[src/sv/extended_gcd_bezout_top_macros.svh]
// assertion helpers used by the top-level rtl file
// every macro samples on the rising edge of clk and is off while rst_n is low
`ifndef EXTENDED_GCD_BEZOUT_TOP_MACROS_SVH
`define EXTENDED_GCD_BEZOUT_TOP_MACROS_SVH

// condition implies consequence in the same cycle
`define EGB_ASSERT_NOW(label, cond, consq, msg) \
  label: assert property (@(posedge clk) disable iff (!rst_n) (cond) |-> (consq)) \
    else $error(msg);

// condition implies consequence in the next cycle
`define EGB_ASSERT_NEXT(label, cond, consq, msg) \
  label: assert property (@(posedge clk) disable iff (!rst_n) (cond) |=> (consq)) \
    else $error(msg);

`endif

[src/sv/egb_pkg.sv]
`timescale 1ns / 1ps
`default_nettype none

package egb_pkg;

  // operand width, coefficients carry two more bits
  localparam int DATA_WIDTH     = 32;
  localparam int COEFF_WIDTH    = DATA_WIDTH + 2;

  // divider bit counter
  localparam int CNT_WIDTH      = $clog2(DATA_WIDTH);

  // stream word widths, padded to whole bytes
  localparam int IN_DATA_WIDTH  = ((2 * DATA_WIDTH + 7) / 8) * 8;
  localparam int OUT_DATA_WIDTH = ((DATA_WIDTH + 2 * COEFF_WIDTH + 7) / 8) * 8;

endpackage

`default_nettype wire

[src/sv/extended_gcd_bezout_top.sv]
// channel   ports                        word contents (lowest bit up)
// -------   --------------------------   ------------------------------------------
// input     in_tvalid/in_tready/in_tdata value_n, value_k
// output    out_tvalid/out_tready/       tdata: divisor_g, coeff_a, coeff_b, zero pad
//           out_tdata/out_tuser          tuser: zero_divisor
//
// one operand pair at a time; each euclid step is a DATA_WIDTH-bit division
// (restoring divider, one quotient bit a cycle, plus one coefficient update);
// a zero k skips the divider and goes straight to the output stage
// the output register is separate, so a new pair is taken while a result waits
// reset is synchronous, active low, and clears the sequencer and output valid
`timescale 1ns / 1ps
`default_nettype none
`include "extended_gcd_bezout_top_macros.svh"

module extended_gcd_bezout_top
  import egb_pkg::*;
(
  input  wire logic                      clk,
  input  wire logic                      rst_n,
  input  wire logic                      in_tvalid,
  output logic                           in_tready,
  input  wire logic [IN_DATA_WIDTH-1:0]  in_tdata,   // value_n, value_k
  output logic                           out_tvalid,
  input  wire logic                      out_tready,
  output logic [OUT_DATA_WIDTH-1:0]      out_tdata,  // divisor_g, coeff_a, coeff_b, pad
  output logic                           out_tuser   // zero_divisor
);

  localparam logic [1:0] ST_IDLE = 2'd0;
  localparam logic [1:0] ST_DIV  = 2'd1;
  localparam logic [1:0] ST_UPD  = 2'd2;
  localparam logic [1:0] ST_FIN  = 2'd3;

  localparam int W  = DATA_WIDTH;
  localparam int CW = COEFF_WIDTH;

  // control state
  logic [1:0]           state_r, state_nxt;
  logic [CNT_WIDTH-1:0] cnt_r, cnt_nxt;
  logic                 out_valid_r, out_valid_nxt;

  // euclid operands as magnitude and sign, divider remainder
  logic [W-1:0]         nmag_r, nmag_nxt;
  logic [W-1:0]         kmag_r, kmag_nxt;
  logic [W-1:0]         rem_r, rem_nxt;
  logic                 nneg_r, nneg_nxt;
  logic                 kneg_r, kneg_nxt;
  logic                 zf_r, zf_nxt;

  // running coefficient matrix and |q| products
  logic [CW-1:0]        x00_r, x00_nxt;
  logic [CW-1:0]        x01_r, x01_nxt;
  logic [CW-1:0]        x10_r, x10_nxt;
  logic [CW-1:0]        x11_r, x11_nxt;
  logic [CW-1:0]        acc0_r, acc0_nxt;
  logic [CW-1:0]        acc1_r, acc1_nxt;

  // output register
  logic [OUT_DATA_WIDTH-1:0] out_data_r, out_data_nxt;
  logic                      out_user_r, out_user_nxt;

  // datapath signals
  logic [W-1:0]  in_n;
  logic [W-1:0]  in_k;
  logic          in_acc;
  logic [W:0]    trial;
  logic [W:0]    diff;
  logic          ge;
  logic          qneg;
  logic [CW-1:0] t0;
  logic [CW-1:0] t1;
  logic [W-1:0]  g_val;

  assign in_n      = in_tdata[W-1:0];
  assign in_k      = in_tdata[2*W-1:W];
  assign in_tready = (state_r == ST_IDLE);
  assign in_acc    = in_tvalid && in_tready;

  // one restoring division step on the magnitudes
  assign trial = {rem_r, nmag_r[W-1]};
  assign diff  = trial - {1'b0, kmag_r};
  assign ge    = (trial >= {1'b0, kmag_r});

  // x - q*y with q = +/- |q|, |q|*y held in the accumulators
  assign qneg = nneg_r ^ kneg_r;
  assign t0   = qneg ? (x00_r + acc0_r) : (x00_r - acc0_r);
  assign t1   = qneg ? (x10_r + acc1_r) : (x10_r - acc1_r);

  // signed divisor back from magnitude and sign
  assign g_val = kneg_r ? (~kmag_r + W'(1)) : kmag_r;

  // sequencer
  always_comb begin
    state_nxt     = state_r;
    cnt_nxt       = cnt_r;
    nmag_nxt      = nmag_r;
    kmag_nxt      = kmag_r;
    rem_nxt       = rem_r;
    nneg_nxt      = nneg_r;
    kneg_nxt      = kneg_r;
    zf_nxt        = zf_r;
    x00_nxt       = x00_r;
    x01_nxt       = x01_r;
    x10_nxt       = x10_r;
    x11_nxt       = x11_r;
    acc0_nxt      = acc0_r;
    acc1_nxt      = acc1_r;
    out_valid_nxt = out_valid_r;
    out_data_nxt  = out_data_r;
    out_user_nxt  = out_user_r;

    // the consumer takes the waiting word
    if (out_valid_r && out_tready) begin
      out_valid_nxt = 1'b0;
    end

    case (state_r)
      ST_IDLE: begin
        if (in_acc) begin
          nmag_nxt = in_n[W-1] ? (~in_n + W'(1)) : in_n;
          kmag_nxt = in_k[W-1] ? (~in_k + W'(1)) : in_k;
          nneg_nxt = in_n[W-1];
          kneg_nxt = in_k[W-1];
          rem_nxt  = '0;
          cnt_nxt  = '0;
          acc0_nxt = '0;
          acc1_nxt = '0;
          x01_nxt  = '0;
          x10_nxt  = '0;
          if (in_k == '0) begin
            // zero divisor: flag with all-zero results
            zf_nxt    = 1'b1;
            x00_nxt   = '0;
            kneg_nxt  = 1'b0;
            state_nxt = ST_FIN;
          end else begin
            zf_nxt    = 1'b0;
            x00_nxt   = CW'(1);
            x11_nxt   = CW'(1);
            state_nxt = ST_DIV;
          end
        end
      end

      ST_DIV: begin
        // quotient bit into the dividend register, horner products alongside
        rem_nxt  = ge ? diff[W-1:0] : trial[W-1:0];
        nmag_nxt = {nmag_r[W-2:0], ge};
        acc0_nxt = {acc0_r[CW-2:0], 1'b0} + (ge ? x01_r : '0);
        acc1_nxt = {acc1_r[CW-2:0], 1'b0} + (ge ? x11_r : '0);
        cnt_nxt  = cnt_r + CNT_WIDTH'(1);
        if (cnt_r == CNT_WIDTH'(W - 1)) begin
          state_nxt = ST_UPD;
        end
      end

      ST_UPD: begin
        if (rem_r == '0) begin
          // last pair: apply the closing vector (1, 1 - q)
          x00_nxt   = t0 + x01_r;
          x10_nxt   = t1 + x11_r;
          state_nxt = ST_FIN;
        end else begin
          // shift the chain and fold this quotient into the matrix
          x00_nxt   = x01_r;
          x01_nxt   = t0;
          x10_nxt   = x11_r;
          x11_nxt   = t1;
          nmag_nxt  = kmag_r;
          nneg_nxt  = kneg_r;
          kmag_nxt  = rem_r;
          kneg_nxt  = nneg_r;
          rem_nxt   = '0;
          acc0_nxt  = '0;
          acc1_nxt  = '0;
          cnt_nxt   = '0;
          state_nxt = ST_DIV;
        end
      end

      ST_FIN: begin
        // load the output register once it is free
        if (!out_valid_r || out_tready) begin
          out_data_nxt  = OUT_DATA_WIDTH'({x10_r, x00_r, g_val});
          out_user_nxt  = zf_r;
          out_valid_nxt = 1'b1;
          state_nxt     = ST_IDLE;
        end
      end

      default: begin
        state_nxt = ST_IDLE;
      end
    endcase
  end

  // control registers
  always_ff @(posedge clk) begin
    if (!rst_n) begin
      state_r     <= ST_IDLE;
      out_valid_r <= 1'b0;
    end else begin
      state_r     <= state_nxt;
      out_valid_r <= out_valid_nxt;
    end
  end

  // datapath registers
  always_ff @(posedge clk) begin
    cnt_r      <= cnt_nxt;
    nmag_r     <= nmag_nxt;
    kmag_r     <= kmag_nxt;
    rem_r      <= rem_nxt;
    nneg_r     <= nneg_nxt;
    kneg_r     <= kneg_nxt;
    zf_r       <= zf_nxt;
    x00_r      <= x00_nxt;
    x01_r      <= x01_nxt;
    x10_r      <= x10_nxt;
    x11_r      <= x11_nxt;
    acc0_r     <= acc0_nxt;
    acc1_r     <= acc1_nxt;
    out_data_r <= out_data_nxt;
    out_user_r <= out_user_nxt;
  end

  assign out_tvalid = out_valid_r;
  assign out_tdata  = out_data_r;
  assign out_tuser  = out_user_r;

  // checks on the sequencer and divider
  `EGB_ASSERT_NEXT(a_zero_k_flag, in_acc && (in_k == '0),
                   (state_r == ST_FIN) && zf_r, "zero k not flagged")
  `EGB_ASSERT_NOW(a_div_nonzero, state_r == ST_DIV, kmag_r != '0, "divide by zero magnitude")
  `EGB_ASSERT_NOW(a_rem_bound, (state_r == ST_DIV) || (state_r == ST_UPD),
                  rem_r < kmag_r, "remainder not below divisor")
  `EGB_ASSERT_NEXT(a_fin_hold, (state_r == ST_FIN) && out_valid_r && !out_tready,
                   state_r == ST_FIN, "result overwrote a waiting word")

endmodule

`default_nettype wire
[config.mk]
export PLATFORM = sky130hd
export DESIGN_NAME = extended_gcd_bezout_top
export DESIGN_NICKNAME = d
export VERILOG_FILES = /design/src/sv/egb_pkg.sv /design/src/sv/extended_gcd_bezout_top.sv
export VERILOG_INCLUDE_DIRS = /design/src /design/src/sv
export SDC_FILE = /design/constraint.sdc
export NUM_CORES = 1
export LEC_CHECK = 0
export ABC_CLOCK_PERIOD_IN_PS = 24100
export BUFFER_PORTS_ARGS = -buffer_cell sky130_fd_sc_hd__buf_2
export CAP_MARGIN = 0
export CORE_MARGIN = 1
export CORE_UTILIZATION = 28
export CTS_CLUSTER_DIAMETER = 120
export DETAILED_ROUTE_END_ITERATION = 16
export GPL_ROUTABILITY_DRIVEN = 0
export GPL_TIMING_DRIVEN = 1
export SETUP_SLACK_MARGIN = 0.05
export SLEW_MARGIN = 40
export SYNTH_ARGS = -nofsm -noshare
export SYNTH_HDL_FRONTEND = slang
export SYNTH_SLANG_ARGS = --single-unit
[constraint.sdc]
create_clock -name clk -period 24.1 [get_ports clk]
set_clock_uncertainty 0.15 [all_clocks]
set_input_delay 1.205 -clock clk [delete_from_list [all_inputs] [get_ports clk]]
set_output_delay 1.205 -clock clk [all_outputs]
set_load 0.01 [all_outputs]
# == After elaboration in Yosys (flattened, before gate mapping) ==
# Cells that the tools add are included.
# classes
n_addsub,13
n_mul,0
div,0
magnitude_cmp,1
eq_ne,9
n_shift,0
muxes,53
n_bitwise,4
n_reduce_logical,16
# op_table
op,n
$mux W34,13
$mux W32,10
$pmux W34 S2,4
$add A34 B34 Y34,6
$pmux W34 S3,2
$pmux W32 S3,2
$add A32 B1 Y32 const B,3
$not A32 Y32,3
$sub A34 B34 Y34,2
$logic_not A32 Y1,2
$pmux W32 S2,1
$ge A33 B32 Y1,1
$sub A32 B32 Y32,1
$pmux W5 S3,1
$mux W1,10
$mux W2,5
$mux W5,2
$reduce_and A3 Y1,3
$ne A2 B2 Y1 const B,4
$pmux W2 S4,1
$reduce_and A2 Y1,3
$add A5 B1 Y5 const B,1
$eq A5 B5 Y1 const B,1
$eq A2 B2 Y1 const B,2
11 further kinds,13
# word_totals
reg_bits,412
latchBits,0
ram_bits,0
mem_bits_ro,0
input_bits,68
output_inout_bits,107
memories,0

# == Depth between registers and ports, before layout ==
# Gate-level depths: netlist of run 1.
# logic_depth
depth_word,5
ltp_mapped,28

# == Worst setup path before layout of run 1 ==
# Ideal clock, no wire load.
# synth_timing
path_type,input -> register
start,input in_tvalid
end,"register acc0_r[0], enable pin"
setup_time_ns,0.835
arrival_time_ns,11.288
required_ns,23.115
path_slack_ns,11.827
stages,2
cell_sequence,nor2b_1 a211oi_1
# synth_via
elab_chain_len,3
# synth_lines
element,line_no,source
start: declaration,extended_gcd_bezout_top.sv:21,"input wire logic in_tvalid,"
$logic_and A1 B1 Y1,extended_gcd_bezout_top.sv:78,assign in_acc = in_tvalid && in_tready;
$ne A2 B1 Y1 (no line),--,
$reduce_and A3 Y1 (no line),--,
end signal: assignment,extended_gcd_bezout_top.sv:222,acc0_r <= acc0_nxt;
end: declaration,extended_gcd_bezout_top.sv:56,"logic [CW-1:0] acc0_r, acc0_nxt;"
# Every way passes these cells.
# A chain may end at the register's enable or synchronous reset.

# == Worst setup path in the final report of run 1 ==
# layout_timing
start,register kmag_r[1]
end,"register acc1_r[33], data pin"
# layout_via
elab_chain_len,4
# layout_lines
element,line_no,source
start: declaration,extended_gcd_bezout_top.sv:45,"logic [W-1:0] kmag_r, kmag_nxt;"
start signal: assignment,extended_gcd_bezout_top.sv:213,kmag_r <= kmag_nxt;
$ge A33 B32 Y1,extended_gcd_bezout_top.sv:83,"assign ge = (trial >= {1'b0, kmag_r});"
$mux W34,extended_gcd_bezout_top.sv:151,"acc1_nxt = {acc1_r[CW-2:0], 1'b0} + (ge ? x11_r : '0);"
$add A34 B34 Y34,extended_gcd_bezout_top.sv:151,
$pmux W34 S3,extended_gcd_bezout_top.sv:118,case (state_r)
end signal: assignment,extended_gcd_bezout_top.sv:223,acc1_r <= acc1_nxt;
end: declaration,extended_gcd_bezout_top.sv:57,"logic [CW-1:0] acc1_r, acc1_nxt;"
# Every way passes these cells.

==> flow_summary.toml, run 1 <==
[clock_tree]
cts_buffer_depth = 3
cts.hold.buffers_added = 0
numClockSinks = 412
clock_tree_from_tritoncts = "done"
tritoncts.num_buffers = 54
ctsHtreeMaxLevel = 2
clk_latency_ps = 680
worst_setup_hold_path_clk_slew_ps = 60
post_cts.resized_instances = 0
buffer_count_from_post_cts_setup_fixing = 0
root_buffer = "sky130_fd_sc_hd__clkbuf_16"

[worst_setup_path]
reg2reg_depth = 22
worst_setup_path_end_kind = "flip-flop"
crit_type = "flip-flop to flip-flop"
timing.critical_path.required_ps = 24360
setup.worst_path.start_class = "flip-flop"
path_max_fanout = 38
worst-endpoint-arrival_ps = 7330

[job]
max-cap-violations = 0

[yosys]
synth_flop_cell = "sky130_fd_sc_hd__edfxtp_1"
synth_top_cells_by_area = "sky130_fd_sc_hd__edfxtp_1 40%, sky130_fd_sc_hd__ha_1 9.7%, sky130_fd_sc_hd__xnor2_1 5.9%"
synth.avg_cell_area_sq_um = 9.44
post_synth_num_cell_types = 85
synth-seq-area-share_pct = 40.2
synth-seq-cells = 412
synth_enable_flop_cells = 409
yosysWarningCount = 0
yosys.area.top_type_share_pct = 40.0
synth_area_leader_cell = "sky130_fd_sc_hd__edfxtp_1"
synthesis.area_sq_um = 30700
netlist_instances = 3251
synth_async_sr_flop_share_pct = 0

[run_status]
outcome = "complete, no violations"

[placed_design]
dpl.cell_count = 4739
port_buffers = 170
hpwlAfterDp_microns = 63600

[drt]
detailedRoute.firstPassIterationCount = 6
detail_route.wirelength_microns = 87500
antenna_violating_nets_post_route = 0
remaining_drc_errors = 0
post_drt_wl_per_cell_microns = 18.1
vias = 25000
detail_route.iter0.violations = 1811
vias_per_cell = 5.17

[worst_hold_path]
min_path_cells = 0
worst_hold_path_type = "flip-flop to flip-flop"

[global_route]
grt_first_pass_wirelength_microns = 136000
global_route.usage.met1_pct = 20.3
grt_use_met2_pct = 25.8
global_route.overflow_total = 0
globalRouteTotalUtil_pct = 15.4
first_global_vias = 24100
antenna_found_initial = 13
maximum_number_of_pins_on_one_net_before_global_route_repair = 97
grt_use_met3_pct = 2.55
globalRoute.busiestLayer = "met2"

[floorplanning]
die-area_sq_um = 111000
die_w_microns = 333
num_io_pins = 175
initial_core_util_pct = 28.2
die_h_microns = 333
core_sq_um = 109000
num_rows = 121

[timing]
count_of_pins_over_their_slew_limit = 0
post-route-min-period_ps = 7070
period_share_pct = 29.3
timing_worst_slew_pin_value_ps = 797
final-hold-violation-count = 0
fmax_ghz = 0.141
grt_setup_unrepaired = "no"
final.hold.worst_slack_ps = 333
maxSlewHeadroom_pct = 46.8
final_setup_viols = 0
tns_ps = 0

[layout]
layout.nets = 3695
num-fill-cells = 11200
layout-drive-gt1-share_pct = 9.57
flow.area_growth_from_synthesis_pct = 13.9
postLayoutCoreUtil_pct = 32.2
layout.cells.non_filler = 4841
synthesized netlist by cell type, types with 9 or more instances:
| library cell | n |
|---|---|
| sky130_fd_sc_hd__a211o_1 | 10 |
| sky130_fd_sc_hd__o31ai_1 | 49 |
| sky130_fd_sc_hd__a31oi_1 | 29 |
| sky130_fd_sc_hd__o211ai_1 | 16 |
| sky130_fd_sc_hd__nand2b_1 | 31 |
| sky130_fd_sc_hd__or3_1 | 28 |
| sky130_fd_sc_hd__a21oi_1 | 311 |
| sky130_fd_sc_hd__o41ai_1 | 20 |
| sky130_fd_sc_hd__or2_2 | 9 |
| sky130_fd_sc_hd__nand4_1 | 41 |
| sky130_fd_sc_hd__buf_1 | 15 |
| sky130_fd_sc_hd__o21bai_1 | 27 |
| sky130_fd_sc_hd__and2_1 | 141 |
| sky130_fd_sc_hd__nor2_1 | 247 |
| sky130_fd_sc_hd__or4_1 | 25 |
| sky130_fd_sc_hd__nor2b_1 | 36 |
| sky130_fd_sc_hd__nor3b_1 | 14 |
| sky130_fd_sc_hd__a211oi_1 | 25 |
| sky130_fd_sc_hd__inv_1 | 114 |
| sky130_fd_sc_hd__a21o_1 | 108 |
| sky130_fd_sc_hd__xnor2_1 | 207 |
| sky130_fd_sc_hd__edfxtp_1 | 409 |
| sky130_fd_sc_hd__nand3_1 | 62 |
| sky130_fd_sc_hd__nand2_1 | 284 |
| sky130_fd_sc_hd__nor3_1 | 63 |
| sky130_fd_sc_hd__nor4_1 | 27 |
| sky130_fd_sc_hd__and3_1 | 30 |
| sky130_fd_sc_hd__xor2_1 | 116 |
| sky130_fd_sc_hd__o21ai_0 | 202 |
| sky130_fd_sc_hd__clkbuf_1 | 103 |
| sky130_fd_sc_hd__a22oi_1 | 30 |
| sky130_fd_sc_hd__o21a_1 | 29 |
| sky130_fd_sc_hd__a21boi_0 | 12 |
| sky130_fd_sc_hd__ha_1 | 239 |
registers in the layout, indices dropped and copies added (netlist names):
register    cells
out_tuser       1
x10_r          34
kneg_r          1
x01_r          34
out_tvalid      1
x11_r          34
state_r         2
rem_r          32
acc1_r         34
x00_r          34
acc0_r         34
nneg_r          1
zf_r            1
kmag_r         32
cnt_r           5
nmag_r         32
out_tdata     100
path summary, 6_finish.rpt:
| kind | startpoint | endpoint | slack, ps |
|---|---|---|---|
| worst min register to register | x10_r[12] | out_tdata[78] | 330 |
| worst min-delay path | x10_r[12] | out_tdata[78] | 330 |
| worst max register to register | kmag_r[1] | acc1_r[33] | 17030 |
| worst max-delay path | kmag_r[1] | acc1_r[33] | 17030 |
placed cells by master (no fill, tap or decap), drive strengths merged, types with 36 or more instances in the layout:
cell type,count
o21ai,205
nand4,41
a21oi,311
nor2b,36
nor3,63
and2,142
nand3,62
buf,195
o31ai,52
inv,117
xnor2,207
xor2,116
clkbuf,57
a21o,108
nand2,284
ha,239
edfxtp,409
nor2,247
critical path, cell delays in order, from the launching register on:
cell and delay [ps]:
sky130_fd_sc_hd__edfxtp_1 460, sky130_fd_sc_hd__inv_1 200, sky130_fd_sc_hd__ha_1 270, sky130_fd_sc_hd__nor2b_1 150
sky130_fd_sc_hd__o31a_1 270, sky130_fd_sc_hd__o31ai_1 340, sky130_fd_sc_hd__a21oi_1 220, sky130_fd_sc_hd__a21oi_1 320
sky130_fd_sc_hd__o21ai_1 210, sky130_fd_sc_hd__a21o_2 480, sky130_fd_sc_hd__and2_1 300, sky130_fd_sc_hd__ha_1 200
sky130_fd_sc_hd__fa_1 430, sky130_fd_sc_hd__a211o_1 270, sky130_fd_sc_hd__o211ai_1 150, sky130_fd_sc_hd__a31oi_1 200
sky130_fd_sc_hd__o2111ai_1 200, sky130_fd_sc_hd__nor3b_1 540, sky130_fd_sc_hd__o211a_1 260, sky130_fd_sc_hd__o21bai_1 130
sky130_fd_sc_hd__a2111oi_0 680, sky130_fd_sc_hd__o211ai_1 150, sky130_fd_sc_hd__and3_1 190
cells by family after synthesis:
group / after synthesis / share of synthesized area [%]
mux: 11 / 0.371
other cells: 1 / 0.0122
xor+xnor: 323 / 9.22
fa+ha+maj: 246 / 10.2
compound gates: 953 / 19.7
buf+inv: 239 / 3.00
flops: 412 / 40.2
simple gates: 1066 / 17.3
stage by stage:
stage | cell area, sq um | setup WS, ps
2_1_floorplan | 30700 | 11830
4_1_cts | 35000 | 16850
3_3_place_gp | 33100 | 17020
5_1_grt | 35000 | 16400
6_report | 35000 | 17030
3_5_place_dp | 33200 | 16870
layout make-up:
class / count / area [sq um] / area share [%]
inverters: 115 / 432 / 1.23
repair buffers: 195 / 1070 / 3.07
flip-flops and latches: 412 / 12300 / 35.3
multi-input cells: 2603 / 17600 / 50.2
clock buffers: 57 / 1360 / 3.90
diodes: 1 / 2.50 / 0.00715
well taps: 1414 / 1770 / 5.06
clock inverters: 44 / 440 / 1.26
routing by layer:
metal / vias up / wire length (microns)
met3: 126 / 4620
met1: 12000 / 39600
li1: 12300 / -
met2: 644 / 41100
met5: - / 91
met4: 16 / 2100
Power of run 1 is left out: the tool's default activity adds up to more than one toggle a clock period on the data nets, which glitch-free logic cannot reach.
==> run 2, diff against run 1 <==
Settings changed: ABC_CLOCK_PERIOD_IN_PS 24100 to 6150.
Clock period 24.1 ns to 6.15 ns, I/O delays scaled along.
==> run 2 against run 1 <==
Effect of this change: the flow now finishes with violations (design-rule violations); critical endpoint is now x00_r[30]; fmax rose by 20%; worst setup slack got worse by 17000 ps; non-clock buffer count rose by 321; count of clock-buffer cells in the layout rose by 2; sequential cell count did not move; critical path depth rose by 4; hold slack got worse by 300 ps; via count rose by 4.7%; critical path type unchanged; sequential share of layout area fell by 3.1 points; final cell count rose by 6.5%; global-route usage rose by 0.40 points.
==> flow_summary.toml, run 2 (synthesized netlist as in run 1, its figures left out) <==
[run_status]
outcome = "finished, violations left"
failed_checks = "design-rule violations"

[layout]
most_used_cells_in_the_layout_excluding_fill_and_tap_cells = "409 x sky130_fd_sc_hd__edfxtp_1, 285 x sky130_fd_sc_hd__a21oi_1, 281 x sky130_fd_sc_hd__nand2_1"
flow.area_growth_from_synthesis_pct = 25.0
layout.cells.non_filler = 5158
layout.cells.most_common = "sky130_fd_sc_hd__edfxtp_1"
antenna_fix_cells = 0
largest_register_ff_count = 100
layout-drive-gt1-share_pct = 18.5
layout.nets = 4014

[timing]
final.hold.worst_slack_ps = 30.6
timing_worst_slew_pin_value_ps = 831
count_of_pins_over_their_slew_limit = 0
final_setup_viols = 0
period_share_pct = 96.0
final-hold-violation-count = 0
setup_slack_ps = 244
fmax_ghz = 0.169
post-route-min-period_ps = 5910
maxSlewHeadroom_pct = 44.6
grt_setup_unrepaired = "yes"

[global_route]
maximum_number_of_pins_on_one_net_before_global_route_repair = 96
antenna_found_initial = 5
first_global_vias = 25300
globalRouteTotalUtil_pct = 15.8
grt_first_pass_wirelength_microns = 141000
global_route.overflow_total = 0

[floorplanning]
die_w_microns = 333
die_h_microns = 333
initial_core_util_pct = 28.2
core_sq_um = 109000
num_io_pins = 175
num_rows = 121
die-area_sq_um = 111000

[worst_setup_path]
worst_path_max_delay_cell = "sky130_fd_sc_hd__or4_4"
worst-endpoint-arrival_ps = 6140
setup.worst_path.start_class = "flip-flop"
regToRegEndpoint = "x00_r[30]"
worst_setup_path_end_kind = "flip-flop"
max_stage_delay_ps = 570
crit_type = "flip-flop to flip-flop"
reg2reg_depth = 26
r2r_slack_ps = 240
path_max_fanout = 6
critPathTopFamily = "simple AND/OR/NAND/NOR gates"
timing.critical_path.required_ps = 6390
timing.rr.start = "acc0_r[2]"
worst-path-buf-inv = 4

[placed_design]
port_buffers = 170
worst_case_setup_slack_after_placement_ps = -343
hpwlAfterDp_microns = 66100
dpl.cell_count = 4959

[clock_tree]
ctsHtreeMaxLevel = 2
worst_setup_hold_path_clk_slew_ps = 60
cts_buffer_depth = 3
tritoncts.num_buffers = 52
clock_tree_from_tritoncts = "done"
clk_latency_ps = 660
root_buffer = "sky130_fd_sc_hd__clkbuf_16"
numClockSinks = 412

[drt]
wl_met1_microns = 41800
antenna_violating_nets_post_route = 0
routed-wl-met2_microns = 43200
wl_met3_microns = 4170
remaining_drc_errors = 2
detail_route.wirelength_microns = 91100
post_drt_wl_per_cell_microns = 17.7
detail_route.iter0.violations = 1703
vias = 26200
vias_per_cell = 5.08
dr.max_layer_used = "met4"
detailedRoute.firstPassIterationCount = 13

[worst_hold_path]
worst_hold_path.endpoint = "kmag_r[1]"
worst_hold_path_type = "input pin to flip-flop"
hold_path_start = "in_tdata[33]"
min_path_cells = 3

[job]
max-cap-violations = 0
run 2: cell types whose count changed in the layout (fill, tap and decap cells not counted), sizes merged:
cell         delta
bufinv          +7
diode           -1
clkinv         -14
buf           +260
inv             +3
clkinvlp        -1
dlygate4sd3    +61
clkbuf          +2
run 2: area by class of cell:
class | count | area [sq um]
Clock buffer | 59 | 1330
Inverter | 115 | 432
Clock inverter | 39 | 599
Tap cell | 1414 | 1770
Sequential cell | 412 | 12300
Fill cell | 11000 | 70300
Timing Repair Buffer | 516 | 3670
Multi-Input combinational cell | 2603 | 18200
run 2: worst reg2reg max path, cell delays in order, from the launching register on:
cell	delay, ps
sky130_fd_sc_hd__edfxtp_1	380
sky130_fd_sc_hd__or4_4	570
sky130_fd_sc_hd__nor3_4	210
sky130_fd_sc_hd__buf_4	140
sky130_fd_sc_hd__nand2_1	100
sky130_fd_sc_hd__buf_6	160
sky130_fd_sc_hd__nand2_1	80
sky130_fd_sc_hd__xnor2_1	130
sky130_fd_sc_hd__ha_1	280
sky130_fd_sc_hd__and3_4	190
sky130_fd_sc_hd__a221o_1	350
sky130_fd_sc_hd__a21oi_2	160
sky130_fd_sc_hd__o211a_1	240
sky130_fd_sc_hd__or2_4	150
sky130_fd_sc_hd__buf_4	100
sky130_fd_sc_hd__xnor2_2	60
sky130_fd_sc_hd__ha_1	330
sky130_fd_sc_hd__nand2_1	80
sky130_fd_sc_hd__or4_4	510
sky130_fd_sc_hd__nor3_2	160
sky130_fd_sc_hd__buf_4	150
sky130_fd_sc_hd__o311ai_4	120
sky130_fd_sc_hd__a41oi_2	260
sky130_fd_sc_hd__a41o_1	270
sky130_fd_sc_hd__nor2_1	80
sky130_fd_sc_hd__xor2_1	130
sky130_fd_sc_hd__o21ai_0	80
run 2: how the worst max path moves through the flow:
stage	from	endpoint	slack, ps	cells past startpoint
6_report	acc0_r[2]	x00_r[30]	240	26
5_1_grt	acc1_r[5]	x10_r[33]	-50	28
4_1_cts	acc1_r[1]	x10_r[30]	30	26
3_5_place_dp	acc1_r[1]	x10_r[30]	-340	27
3_3_place_gp	acc1_r[1]	x10_r[30]	-310	26
2_1_floorplan	acc1_r[1]	x10_r[33]	230	28
run 2: routing by layer:
metal	vias up	GRT usage, %
met4	0	3.98
met5	-	0
met1	12500	21.1
met2	583	26.8
met3	121	2.11
li1	13000	-
run 2: per-stage QoR:
step	instance area (sq um)	utilization, %	TNS (ps)
global route	38400	35.3	-140
CTS	37500	34.5	0
global placement	34800	32.0	-1310
finish	38400	35.3	0
floorplan	30700	-	0
detailed placement	34800	32.0	-1720
run 2: timing repair:
item | in CTS | in global routing
resized for setup | 25 | 138
hold buffers | 61 | 0
pin swaps | 7 | 75
endpoints found under the hold margin | 64 | 0
buffers inserted | 6 | 33
setup endpoints to repair | 22 | 37
Power of run 2 is left out for the same reason.
==> run 3, diff against run 2 <==
Settings changed: CTS_CLUSTER_DIAMETER 120 to 60, PLACE_DENSITY set to 0.5.
==> run 3 against run 2 <==
Effect of this change: the run still ends with design-rule violations left; via count increased by 1.6%; critical path type unchanged; worst setup slack got worse by 72 ps; die area unchanged; utilization increased by 0.82 points.
==> flow_summary.toml, run 3 (synthesized netlist as in run 1, its figures left out) <==
[timing]
maxSlewHeadroom_pct = 45.1
post-route-min-period_ps = 5980
timing_worst_slew_pin_value_ps = 824
grt_setup_unrepaired = "yes"
period_share_pct = 97.2
count_of_pins_over_their_slew_limit = 0
final_setup_viols = 0
final.hold.worst_slack_ps = 45.8
final-hold-violation-count = 0
fmax_ghz = 0.167

[placed_design]
dpl.cell_count = 5037
hpwlAfterDp_microns = 71300
port_buffers = 170
placedInstanceArea_sq_um = 35500

[worst_hold_path]
hold_path_start = "in_tdata[59]"
worst_hold_path_type = "input pin to flip-flop"

[clock_tree]
numClockSinks = 412
clock_tree_from_tritoncts = "done"
worst_setup_hold_path_clk_slew_ps = 60
cts_buffer_depth = 3
tritoncts.num_buffers = 60
clk_latency_ps = 690
root_buffer = "sky130_fd_sc_hd__clkbuf_16"
ctsHtreeMaxLevel = 2

[floorplanning]
die-area_sq_um = 111000
num_io_pins = 175
die_h_microns = 333
die_w_microns = 333
num_rows = 121
core_sq_um = 109000
initial_core_util_pct = 28.2

[global_route]
grt_first_pass_wirelength_microns = 150000
globalRouteTotalUtil_pct = 17.0
antenna_found_initial = 6
first_global_vias = 26000
global_route.overflow_total = 0
maximum_number_of_pins_on_one_net_before_global_route_repair = 75

[worst_setup_path]
worst_path_max_delay_cell = "sky130_fd_sc_hd__or4_4"
crit_type = "flip-flop to flip-flop"
timing.rr.start = "acc0_r[5]"
setup.worst_path.start_class = "flip-flop"
path_max_fanout = 5
worst_setup_path_end_kind = "flip-flop"
worst-endpoint-arrival_ps = 6330
max_stage_delay_ps = 570
worstSetupStartpoint = "acc0_r[5]"
timing.critical_path.required_ps = 6510

[layout]
layout.cells.non_filler = 5254
multi_input_area_sq_um = 18400
largest_register_ff_count = 100
flow.area_growth_from_synthesis_pct = 27.9
most_used_cells_in_the_layout_excluding_fill_and_tap_cells = "409 x sky130_fd_sc_hd__edfxtp_1, 343 x sky130_fd_sc_hd__buf_4, 283 x sky130_fd_sc_hd__a21oi_1"
seq_area_sq_um = 12300
layout.nets = 4103
layout.cells.most_common = "sky130_fd_sc_hd__edfxtp_1"
layout-drive-gt1-share_pct = 20.8
postLayoutCoreUtil_pct = 36.1
fin_area_sq_um = 39300
num-fill-cells = 11000

[drt]
vias_per_cell = 5.07
post_drt_wl_per_cell_microns = 18.5
detail_route.iter0.violations = 1728
detail_route.wirelength_microns = 97500
remaining_drc_errors = 1
antenna_violating_nets_post_route = 0
detailedRoute.firstPassIterationCount = 11
vias = 26600

[run_status]
failed_checks = "design-rule violations"
outcome = "finished, violations left"

[job]
max-cap-violations = 0
## run 3: worst max-delay path: cells and delay by family (launching register included)
| family | cells | cell delay, ps |
|---|---|---|
| and+or+nand+nor | 5 | 1140 |
| buffers and inverters | 3 | 470 |
| xor gates and xnor gates | 2 | 400 |
| DFF | 1 | 380 |
| adders and majority gates | 2 | 690 |
| AOI/OAI and AO/OA | 16 | 2590 |
## run 3: area by class of cell
type | instances | area share (%)
multi-input combinational | 2603 | 46.9
sequential | 412 | 31.4
timing repair buffer | 597 | 11.0
tap | 1414 | 4.51
clock buffer | 68 | 3.90
inverter | 115 | 1.11
clock inverter | 44 | 1.09
antenna | 1 | 0.00637
## run 3: through the flow
step | worst slack, ps | setup TNS [ps]
finish | 172 | 0
global route | -202 | -856
CTS | 55.6 | 0
detailed placement | -347 | -2880
global placement | -384 | -1840
floorplan | 233 | 0
## run 3: path summary, 6_finish.rpt
kind / end / slack, ps / cells after the start
worst max-delay path: x00_r[32] / 170 / 28
worst min-delay path: kmag_r[27] / 50 / 3
worst max register to register: x00_r[32] / 170 / 28
worst min register to register: out_tdata[52] / 320 / 0
## run 3: timing repair
action                     in CTS  in global routing
hold buffers                   67                  0
setup buffers                   6                 30
pin swaps                      15                 96
resized for setup              50                153
setup endpoints to repair      23                 35
hold endpoints to repair       67                  0
## run 3: metal layers
metal / vias to the layer above / part of all wire (%) / global-route usage [%]
met2: 553 / 47 / 28.5
li1: 13100 / - / -
met3: 112 / 4.0 / 2.12
met4: 4 / 2.1 / 3.98
met5: - / 0.026 / 0
met1: 12800 / 47 / 23.1
Power of run 3 is left out for the same reason.
